**src/rtl/core/wsp_pkg.sv**
```systemverilog
// ----------------------------------------------------------------------------
// wsp_pkg
// Shared widths, register indexes and stage records of the wall projector.
// ----------------------------------------------------------------------------
package wsp_pkg;

	// camera space coordinate, Q16.16 grown by rotation
	localparam int CW = 36;
	// magnitude of a projection numerator
	localparam int AW = 37;
	// clip fraction bits, Q0.16
	localparam int TW = 16;
	// quotient bits kept by the projection divider
	localparam int QW = 50;
	// screen value width, Q32.16
	localparam int OW = 48;
	// column field width
	localparam int COLW = 10;

	// configuration register indexes
	typedef enum logic [2:0] {
		REG_VIEWER_X,
		REG_VIEWER_Y,
		REG_VIEW_SINE,
		REG_VIEW_COSINE,
		REG_PROJECTION_SCALE,
		REG_NEAR_DISTANCE,
		REG_WALL_HEIGHT,
		REG_EYE_LEVEL
	} reg_idx_t;

	// live configuration seen by the pipeline
	typedef struct packed {
		logic signed [31:0] vx;
		logic signed [31:0] vy;
		logic signed [15:0] sn;
		logic signed [15:0] cs;
		logic [30:0]        scale;
		logic [30:0]        nearz;
		logic signed [31:0] rise;
		logic [30:0]        eye;
	} cfg_t;

	// both ends in camera space
	typedef struct packed {
		logic signed [CW-1:0] sx;
		logic signed [CW-1:0] sz;
		logic signed [CW-1:0] ex;
		logic signed [CW-1:0] ez;
	} cam_t;

	// ends after the near plane clip
	typedef struct packed {
		logic                 invis;
		logic signed [CW-1:0] x0;
		logic signed [CW-1:0] z0;
		logic signed [CW-1:0] x1;
		logic signed [CW-1:0] z1;
	} clip_t;

	// one result transaction
	typedef struct packed {
		logic                 visible;
		logic [COLW-1:0]      first_column;
		logic [COLW-1:0]      last_column;
		logic signed [OW-1:0] left_screen_x;
		logic signed [OW-1:0] right_screen_x;
		logic signed [OW-1:0] left_top_y;
		logic signed [OW-1:0] left_bottom_y;
		logic signed [OW-1:0] right_top_y;
		logic signed [OW-1:0] right_bottom_y;
	} res_t;

endpackage

```
**src/rtl/core/wsp_finish.sv**
```systemverilog
// ----------------------------------------------------------------------------
// wsp_finish
// Adds screen centers with saturation, drops off screen walls, orders the
// ends left to right and clamps the column range.
// ----------------------------------------------------------------------------
module wsp_finish #(
	parameter int SCREEN_COLUMNS = 960,
	parameter int SCREEN_ROWS    = 600
) (
	input  logic                          clk,
	input  logic                          arst_n,
	input  logic                          en,
	input  logic                          in_valid,
	input  logic                          in_invis,
	input  logic signed [wsp_pkg::QW:0]   qv [0:5],
	output logic                          out_valid,
	output wsp_pkg::res_t                 res
);

	localparam int  OW   = wsp_pkg::OW;
	localparam int  SW   = wsp_pkg::QW + 3;
	localparam longint CXL = longint'(SCREEN_COLUMNS) * 32768;
	localparam longint CYL = longint'(SCREEN_ROWS) * 32768;
	localparam longint WQL = longint'(SCREEN_COLUMNS) * 65536;
	localparam logic signed [SW-1:0] CX   = SW'(CXL);
	localparam logic signed [SW-1:0] CY   = SW'(CYL);
	localparam logic signed [OW:0]   WQ   = (OW+1)'(WQL);
	localparam logic signed [32:0]   CMAX = 33'(SCREEN_COLUMNS - 1);
	localparam logic signed [SW-1:0] SMAX = SW'({1'b0, {(OW-1){1'b1}}});
	localparam logic signed [SW-1:0] SMIN = -SMAX - SW'(1);

	function automatic logic signed [OW-1:0] sat48(input logic signed [SW-1:0] v);
		logic signed [OW-1:0] r;
		if (v > SMAX) begin
			r = SMAX[OW-1:0];
		end else if (v < SMIN) begin
			r = SMIN[OW-1:0];
		end else begin
			r = v[OW-1:0];
		end
		return r;
	endfunction

	logic                 v_s1, v_s2, v_s3;
	logic                 inv_s1, inv_s2;
	logic signed [OW-1:0] x0_s1, t0_s1, b0_s1, x1_s1, t1_s1, b1_s1;
	logic signed [OW-1:0] lx_s2, rx_s2, lt_s2, lb_s2, rt_s2, rb_s2;
	logic                 swap, off;
	logic signed [OW:0]   lr;
	logic signed [32:0]   c0, c1, c0c, c1c;
	logic                 vis;

	always_ff @(posedge clk or negedge arst_n) begin
		if (!arst_n) begin
			v_s1 <= 1'b0;
			v_s2 <= 1'b0;
			v_s3 <= 1'b0;
		end else if (en) begin
			v_s1 <= in_valid;
			v_s2 <= v_s1;
			v_s3 <= v_s2;
		end
	end

	// screen center offsets
	always_ff @(posedge clk) begin
		if (en) begin
			inv_s1 <= in_invis;
			x0_s1  <= sat48(CX + SW'(qv[0]));
			t0_s1  <= sat48(CY - SW'(qv[1]));
			b0_s1  <= sat48(CY + SW'(qv[2]));
			x1_s1  <= sat48(CX + SW'(qv[3]));
			t1_s1  <= sat48(CY - SW'(qv[4]));
			b1_s1  <= sat48(CY + SW'(qv[5]));
		end
	end

	// off screen test and left to right order
	assign off  = ((x0_s1 < 0) && (x1_s1 < 0)) ||
		(((OW+1)'(x0_s1) >= WQ) && ((OW+1)'(x1_s1) >= WQ));
	assign swap = x0_s1 > x1_s1;

	always_ff @(posedge clk) begin
		if (en) begin
			inv_s2 <= inv_s1 | off;
			lx_s2  <= swap ? x1_s1 : x0_s1;
			rx_s2  <= swap ? x0_s1 : x1_s1;
			lt_s2  <= swap ? t1_s1 : t0_s1;
			lb_s2  <= swap ? b1_s1 : b0_s1;
			rt_s2  <= swap ? t0_s1 : t1_s1;
			rb_s2  <= swap ? b0_s1 : b1_s1;
		end
	end

	// column range
	assign lr  = (OW+1)'(lx_s2) + (OW+1)'(65535);
	assign c0  = lr[OW:16];
	assign c1  = 33'($signed(rx_s2[OW-1:16]));
	assign c0c = (c0 < 0) ? '0 : c0;
	assign c1c = (c1 > CMAX) ? CMAX : c1;
	assign vis = !inv_s2 && (c0c <= c1c);

	always_ff @(posedge clk) begin
		if (en) begin
			res.visible        <= vis;
			res.first_column   <= vis ? c0c[wsp_pkg::COLW-1:0] : '0;
			res.last_column    <= vis ? c1c[wsp_pkg::COLW-1:0] : '0;
			res.left_screen_x  <= vis ? lx_s2 : '0;
			res.right_screen_x <= vis ? rx_s2 : '0;
			res.left_top_y     <= vis ? lt_s2 : '0;
			res.left_bottom_y  <= vis ? lb_s2 : '0;
			res.right_top_y    <= vis ? rt_s2 : '0;
			res.right_bottom_y <= vis ? rb_s2 : '0;
		end
	end

	assign out_valid = v_s3;

endmodule

```
**config.mk**
```make
export PLATFORM = sky130hd
export DESIGN_NAME = wsp_finish
export DESIGN_NICKNAME = d
export VERILOG_FILES = /design/src/rtl/core/wsp_pkg.sv /design/src/rtl/core/wsp_finish.sv
export SDC_FILE = /design/constraint.sdc
export NUM_CORES = 1
export LEC_CHECK = 0
export ABC_CLOCK_PERIOD_IN_PS = 6800
export BUFFER_PORTS_ARGS = -buffer_cell sky130_fd_sc_hd__buf_4
export CORE_MARGIN = 5
export CORE_UTILIZATION = 25
export DETAILED_ROUTE_END_ITERATION = 12
export PLACE_DENSITY = 0.47
export SETUP_SLACK_MARGIN = 0.1
export SLEW_MARGIN = 20
export SYNTH_ARGS = -nofsm -noshare
export SYNTH_HDL_FRONTEND = slang
export SYNTH_SLANG_ARGS = --single-unit
```
**constraint.sdc**
```tcl
create_clock -name clk -period 6.8 [get_ports clk]
set_clock_uncertainty 0.15 [all_clocks]
set_input_delay 1.36 -clock clk [delete_from_list [all_inputs] [get_ports clk]]
set_output_delay 1.36 -clock clk [all_outputs]
set_load 0.05 [all_outputs]
```
==> run metrics, run 1 <==
status=complete, no violations; number of flip-flops under the largest register name=about 300; row count=149; post-CTS setup buffer count=0; max-slew violation count=0; WP data required=roughly 7 ns; drt via density=between 4 and 5; Yosys top cell area share=a little under two thirds; DR iter-0 viols=~1700; Final setup viols=0; largest register by flop count=res; Routed Antenna Nets=0; core box area=between 150000 and 200000 um2; CTS buffer count=roughly 110; Root Buffer=clkbuf_16; Least-Margin Pin Slew=just over 1 ns; DPL Wire Length=between 90 and 100 mm; switch share=about 28%; initial antenna violation count=39; largest family of logic cells by synthesized area=simple AND/OR/NAND/NOR gates; DR WL/cell=21.7 um; unrepaired setup endpoints after global routing=no; die width=~420 um; filler instances=around 17000; xor-xnor portion of the synthesized cell area=under 10%; Sequential Power Share=45.5%; router iterations before antenna repair=7; Worst EP arrival=6.19 ns; largest cells by area after synthesis=edfxtp_1, mux2_2, nor2b_1; relative slew slack=between 30% and 40%; post-synth top area cell=edfxtp_1; Final period util=a little under 90%; most frequent cells in the layout=edfxtp_1, buf_4, nor2b_1; drt total wl=130 mm; Avg Synthesized Cell Area=between 10 and 15 um2; number of non-filler instances in the completed layout=roughly 6000; most common cell after layout, fill and taps aside=edfxtp_1; post-synthesis cell count=approximately 3100; vias in the first global route=27100; P per Cell Area=around 300 nW/um2; yosys warns=0; Area Growth Syn to Fin=26.3%; CTS resizes=0; Final GP Congestion=between 0.8 and 0.9; first-pass GRT wire length=between 150 and 200 mm; combinational share of power=~19%; Synth Area in Adders=around 2.7%; CP Class=flop to flop; synthesized flop and latch total=890; Clk pwr share=between 30% and 40%; Synth Area in Compound Gates=6.49%; die area=around 170000 um2; final net count=roughly 4000; placed insts=approximately 5800; num ports=621; Worst Setup Start Kind=flop; via count=26400; Worst IR Drop VDD=0.211 mV; Power Internal=between 10 and 15 mW; grt total ovfl=0; Storage cell area=~27000 um2; clock tree buffer depth=3; clock transition at the registers of the reported paths=roughly 0.060 ns; CTS sink cnt=890; area of the multi-input gates=~14000 um2; Peak Freq=between 0.15 and 0.2 GHz; distinct cell type count after synthesis=83; Post-synth EDFFs=roughly 890; HP Class=primary input to asynchronous set/reset pin; crit end category=flop; CTS tree=yes; Synth Area in Simple Gates=12.0%; ys flop type=edfxtp_1; Crit Path Max Fanout=just under 60; total track usage=between 10 and 15%; P_sw=4.47 mW; Final Hold Fails=0; y dimension of the die=418 um; Starting Density=between 20% and 30%; Leakage=19.2 nW; Post-synth ARST share=less than 1%; post-synthesis sequential area ratio=64.2%; H-tree levels=3; pin count of the biggest net entering global routing=157; mux share of post-synthesis cell area=7.87%; fraction of layout instances using a drive strength above 1=~30%; IO buf count=620; final setup TNS=0 ns; Clk Latency, worst-skew pair=around 0.72 ns; syn nets=3460; CTS Hold Bufs=0; # Max-Cap Violations=0; # DRC=0; synthesized area=between 40000 and 50000 um2; Tmin final=about 5.9 ns
## logic make-up (layout without fill, tap and decap cells)
logic type | count (synthesis) | after routing
adders and majority gates | 90 | 90
other | 0 | 14
buffers and inverters | 238 | 969
and+or+nand+nor | 906 | 906
xor gates and xnor gates | 209 | 209
AOI/OAI and AO/OA | 435 | 435
muxes | 291 | 291
DFF | 890 | 890
## synth_stat cells (4+ instances only)
cell and number:
buf_1 4, o21a_1 28, and2_1 9, nand4_1 45, nor4_1 40, inv_1 104
or2_2 5, nand3b_1 10, o31ai_1 8, nor3_1 59, a21o_1 50, nand2_1 137
clkbuf_1 80, a21oi_1 63, o21ai_0 181, a21oi_2 14, a211oi_1 8, and3_1 19
buf_2 43, nand2b_1 7, mux2_2 291, ha_1 90, edfxtp_1 887, and4_1 24
or3_1 11, xor2_1 127, nand3_1 64, or4_1 6, o21ai_1 27, xnor2_1 82
o21bai_1 6, nor2_1 145, o211ai_1 6, nor2b_1 300
## power by group through the flow
stage	clock, mW	sequential, mW	combinational (mW)
final	5.68	7.15	2.91
after global routing	6.11	7.22	3.14
after CTS	5.89	7.17	2.96
after detailed placement	0	7.27	2.95
after global placement	0	7.27	2.93
after floorplan	0	7.74	1.27
## per-stage QoR
stage | setup WS, ns | area [um2] | util (%) | hold WS (ns) | power (mW)
after floorplan | 1.81 | 41600 | - | 0.325 | 9.01
after global placement | 0.893 | 49000 | 29.7 | 0.334 | 10.2
after detailed placement | 0.910 | 49000 | 29.7 | 0.348 | 10.2
after CTS | 0.863 | 52500 | 31.8 | 0.218 | 16.0
after global routing | 0.325 | 52600 | 31.8 | 0.249 | 16.5
final | 0.883 | 52600 | 31.8 | 0.304 | 15.7
## worst max-delay path, stage by stage (launching register included)
cell	delay [ns]
edfxtp_1	0.38
nor4_1	0.50
and4_1	0.39
nor2_1	0.16
and4_1	0.25
and4_1	0.26
a41oi_2	0.47
buf_4	0.34
nor2_1	0.08
ha_1	0.19
a2111oi_0	0.37
o21ai_0	0.17
a221oi_1	0.30
nor2b_1	0.08
o32ai_1	0.34
nor3_1	0.15
a21oi_4	0.28
buf_12	0.29
buf_12	0.26
nor2b_1	0.07
## routing by layer
metal,track usage [%],vias to the layer above,part of all wire [%]
met3,2.94,211,4.6
met1,16.0,12900,38
met4,5.61,2,3.8
met5,0,-,0.015
li1,-,12700,-
met2,27.1,606,53
## final cells by class
cell class	count	area share, %
diodes	14	0.0667
clock buffers	126	5.23
clock inverters	73	1.34
inverters	105	0.750
multi-input cells	1931	26.7
flip-flops and latches	890	50.8
well taps	2189	5.21
repair buffers	665	9.88
## path summary, 6_finish.rpt
check                                from        end  slack [ns]  depth (start not counted)
worst min-delay path               arst_n       v_s2        0.30                          1
worst min register to register  out_valid  out_valid        0.36                          1
min in group clk                out_valid  out_valid        0.36                          1
worst max register to register   lx_s2[7]   res[181]        0.88                         19
worst max-delay path             lx_s2[7]   res[181]        0.88                         19
max in group asynchronous          arst_n  out_valid        6.09                          1
Power figures use the tool's default switching activity.
==> run 2: changes to the inputs <==
--- a/config.mk
+++ b/config.mk
@@ -5,6 +5,7 @@
 export SDC_FILE = /design/constraint.sdc
 export NUM_CORES = 1
 export LEC_CHECK = 0
+export ABC_AREA = 1
 export ABC_CLOCK_PERIOD_IN_PS = 6800
 export BUFFER_PORTS_ARGS = -buffer_cell sky130_fd_sc_hd__buf_4
 export CORE_MARGIN = 5
==> run 2 against run 1 <==
Count of clock-buffer cells in the layout is 1 higher. Setup slack better by 1.0 ns. Hold slack worse by 0.021 ns. First-iteration DRC count is 53% higher.
==> run metrics, run 2 <==
Power Internal=11.2 mW (-0.35%); Clk Latency, worst-skew pair=0.75 ns (+0.03 ns); clock transition at the registers of the reported paths=0.06 ns (about the same); first-pass GRT wire length=242 mm (+30%); post-synthesis cell count=5214 (+70%); routed length on met3=6.07 mm (+0.66%); post-synth top area cell=edfxtp_1; fraction of layout instances using a drive strength above 1=16.1% (-15 points); grt total ovfl=0 (unchanged); post-synthesis sequential area ratio=57.0% (-7.2 points); CTS tree=yes; WP data required=7.22 ns (+0.15 ns); metal2 WL=84.9 mm (+22%); Crit. Startpoint=lx_s2[31]; Post-synth ARST share=0.337% (unchanged); synthesized flop and latch total=890 (unchanged); CTS buffer count=103 (-3.7%); Clk pwr share=33.7% (-2.4 points); synthesized area=46800 um2 (+13%); pin count of the biggest net entering global routing=163 (+3.8%); DR WL/cell=19.6 um (-9.7%); R2R Path End=res[61]; num ports=621 (unchanged); Top Metal Used=met5; row count=158 (+6.0%); Post-synth EDFFs=887 (unchanged); Critical Path Stages=18 (-1); Avg Synthesized Cell Area=8.98 um2 (-34%); CP Class=flop to flop; Worst R2R Start=lx_s2[31]; Tmin final=4.92 ns (-0.999 ns); unrepaired setup endpoints after global routing=no; Worst IR Drop VDD=0.183 mV (-13%); router iterations before antenna repair=6 (-1); crit end category=flop; vias in the first global route=37000 (+36%); initial antenna violation count=14 (-64%); Crit Path Max Fanout=75 (+29%); HP Class=primary input to asynchronous set/reset pin; yosys warns=0 (unchanged); IO buf count=620 (unchanged); P_sw=5.35 mW (+20%); # Max-Cap Violations=0 (unchanged); Final Power=16.6 mW (+5.3%); Routed Antenna Nets=0 (unchanged); Yosys top cell area share=56.9% (-7.1 points); final net count=6186 (+51%); Sequential Power Share=44.3% (-1.2 points); die width=443 um (+5.9%); Leakage=25.4 nW (+32%); Starting Density=25.2% (about the same); Root Buffer=clkbuf_16; post-CTS setup buffer count=0 (unchanged); H-tree levels=3 (unchanged); syn nets=5615 (+62%); setup slack, reg-to-reg=1.88 ns (+1.00 ns); relative slew slack=31.0% (about the same); Final GP Congestion=0.906 (+4.8%); Worst EP arrival=5.34 ns (-0.85 ns); most frequent cells in the layout=nand2_1, edfxtp_1, nor2_1; status=complete, no violations; worst path cell trace=inv_1 -> nor3_1 -> nand2_1 -> nor3_1 -> nand4_1 -> nand2_2 -> inv_1 -> nor3b_1 -> ha_1 -> nand2_1 -> nor2_1 -> nand4_1 -> nor2_1 -> nand4_1 -> nand4_1 -> nand3_4 -> buf_12 -> nor2_1; count leader, synth=nand2_1; P per Cell Area=290 nW/um2 (-3.0%); final setup TNS=0 ns (unchanged); Final setup viols=0 (unchanged); ys flop type=edfxtp_1; worst setup margin=1.88 ns (+0.999 ns); CTS resizes=0 (unchanged); Slowest Stage Delay on Critical Path=0.56 ns (+0.06 ns); drt total wl=164 mm (+26%); FF-to-FF path depth=18 (-1); die area=196000 um2 (+12%); largest register by flop count=res; total track usage=16.3% (+1.8 points); distinct cell type count after synthesis=48 (-42%); most common cell after layout, fill and taps aside=nand2_1; max-slew violation count=0 (unchanged); Final period util=72.3% (-15 points); combinational share of power=22.0% (+3.5 points); Met1 Routed Length=65.7 mm (+32%); largest cells by area after synthesis=edfxtp_1, nand2_1, nor2_1; # DRC=0 (unchanged); drt via density=4.36 (-1.1%); via count=36500 (+38%); DR iter-0 viols=2542 (+53%); CTS sink cnt=890 (unchanged); Least-Margin Pin Slew=1.04 ns (+0.000452 ns); Worst Setup Start Kind=flop; Area Growth Syn to Fin=21.9%; commonest cells in the netlist=nand2_1, edfxtp_1, nor2_1; clock tree buffer depth=3 (unchanged); switch share=32.3% (+3.9 points); number of flip-flops under the largest register name=309 (unchanged); CP max-delay cell=nand3_4; Bufs and invs on worst path=3 (unchanged); core box area=186000 um2 (+13%); CTS Hold Bufs=0 (unchanged); Final Hold Fails=0 (unchanged); Peak Freq=0.203 GHz (+20%); final hold slack=0.283 ns (-0.0209 ns); most frequent CP cell=nand4_1; DPL Wire Length=128 mm (+31%); Critical Path End=res[61]; family with the most delay on the worst path=simple AND/OR/NAND/NOR gates; y dimension of the die=443 um (+5.9%); post-place setup slack=1.81 ns (+0.903 ns)
[run 2: cell families (layout without fill, tap and decap cells)]
logic type                 Yosys count  after routing  share of synthesized area (%)
DFF                                890            890                           57.0
and+or+nand+nor                   3069           3069                           27.4
xor gates and xnor gates           180            180                           3.37
AOI/OAI and AO/OA                  124            124                           1.53
buffers and inverters              860           1514                           8.25
other                                0              9                              0
adders and majority gates           90             90                           2.40
muxes                                1              1                         0.0240
[run 2: layout make-up]
class | count | area, um2
multi-input combinational | 3464 | 16300
timing repair buffer | 658 | 5080
clock buffer | 127 | 2670
fill | 19700 | 129000
inverter | 668 | 2510
tap | 2480 | 3100
sequential | 890 | 26700
antenna | 9 | 22.5
clock inverter | 61 | 683
[run 2: through the flow]
stage               cells  instance area, um2  utilization (%)
finish               8357               57100             30.7
CTS                  8348               57100             30.7
global route         8356               57100             30.7
detailed placement   8160               53700             28.9
global placement     8160               53700             28.9
floorplan            5214               46800                -
[run 2: metal layers]
layer  GRT usage [%]  up-vias
li1                -    18000
met1            19.1    17400
met2            29.6      802
met3            2.16      239
met4            7.25        2
met5               0        -
[run 2: power by group through the flow]
stage	combinational, mW	clock [mW]	sequential [mW]
after floorplan	1.70	0	7.97
after global placement	3.71	0	7.46
after detailed placement	3.71	0	7.47
after CTS	3.72	5.78	7.36
after global routing	4.04	6.00	7.41
final	3.65	5.59	7.34
[run 2: worst min path at each step]
stage	from	cells past startpoint	to	slack [ns]
after CTS	arst_n	1	out_valid	0.20
after global routing	arst_n	1	out_valid	0.23
after detailed placement	v_s1	2	v_s2	0.35
after floorplan	v_s1	2	v_s2	0.33
final	arst_n	1	out_valid	0.28
after global placement	v_s1	2	v_s2	0.34
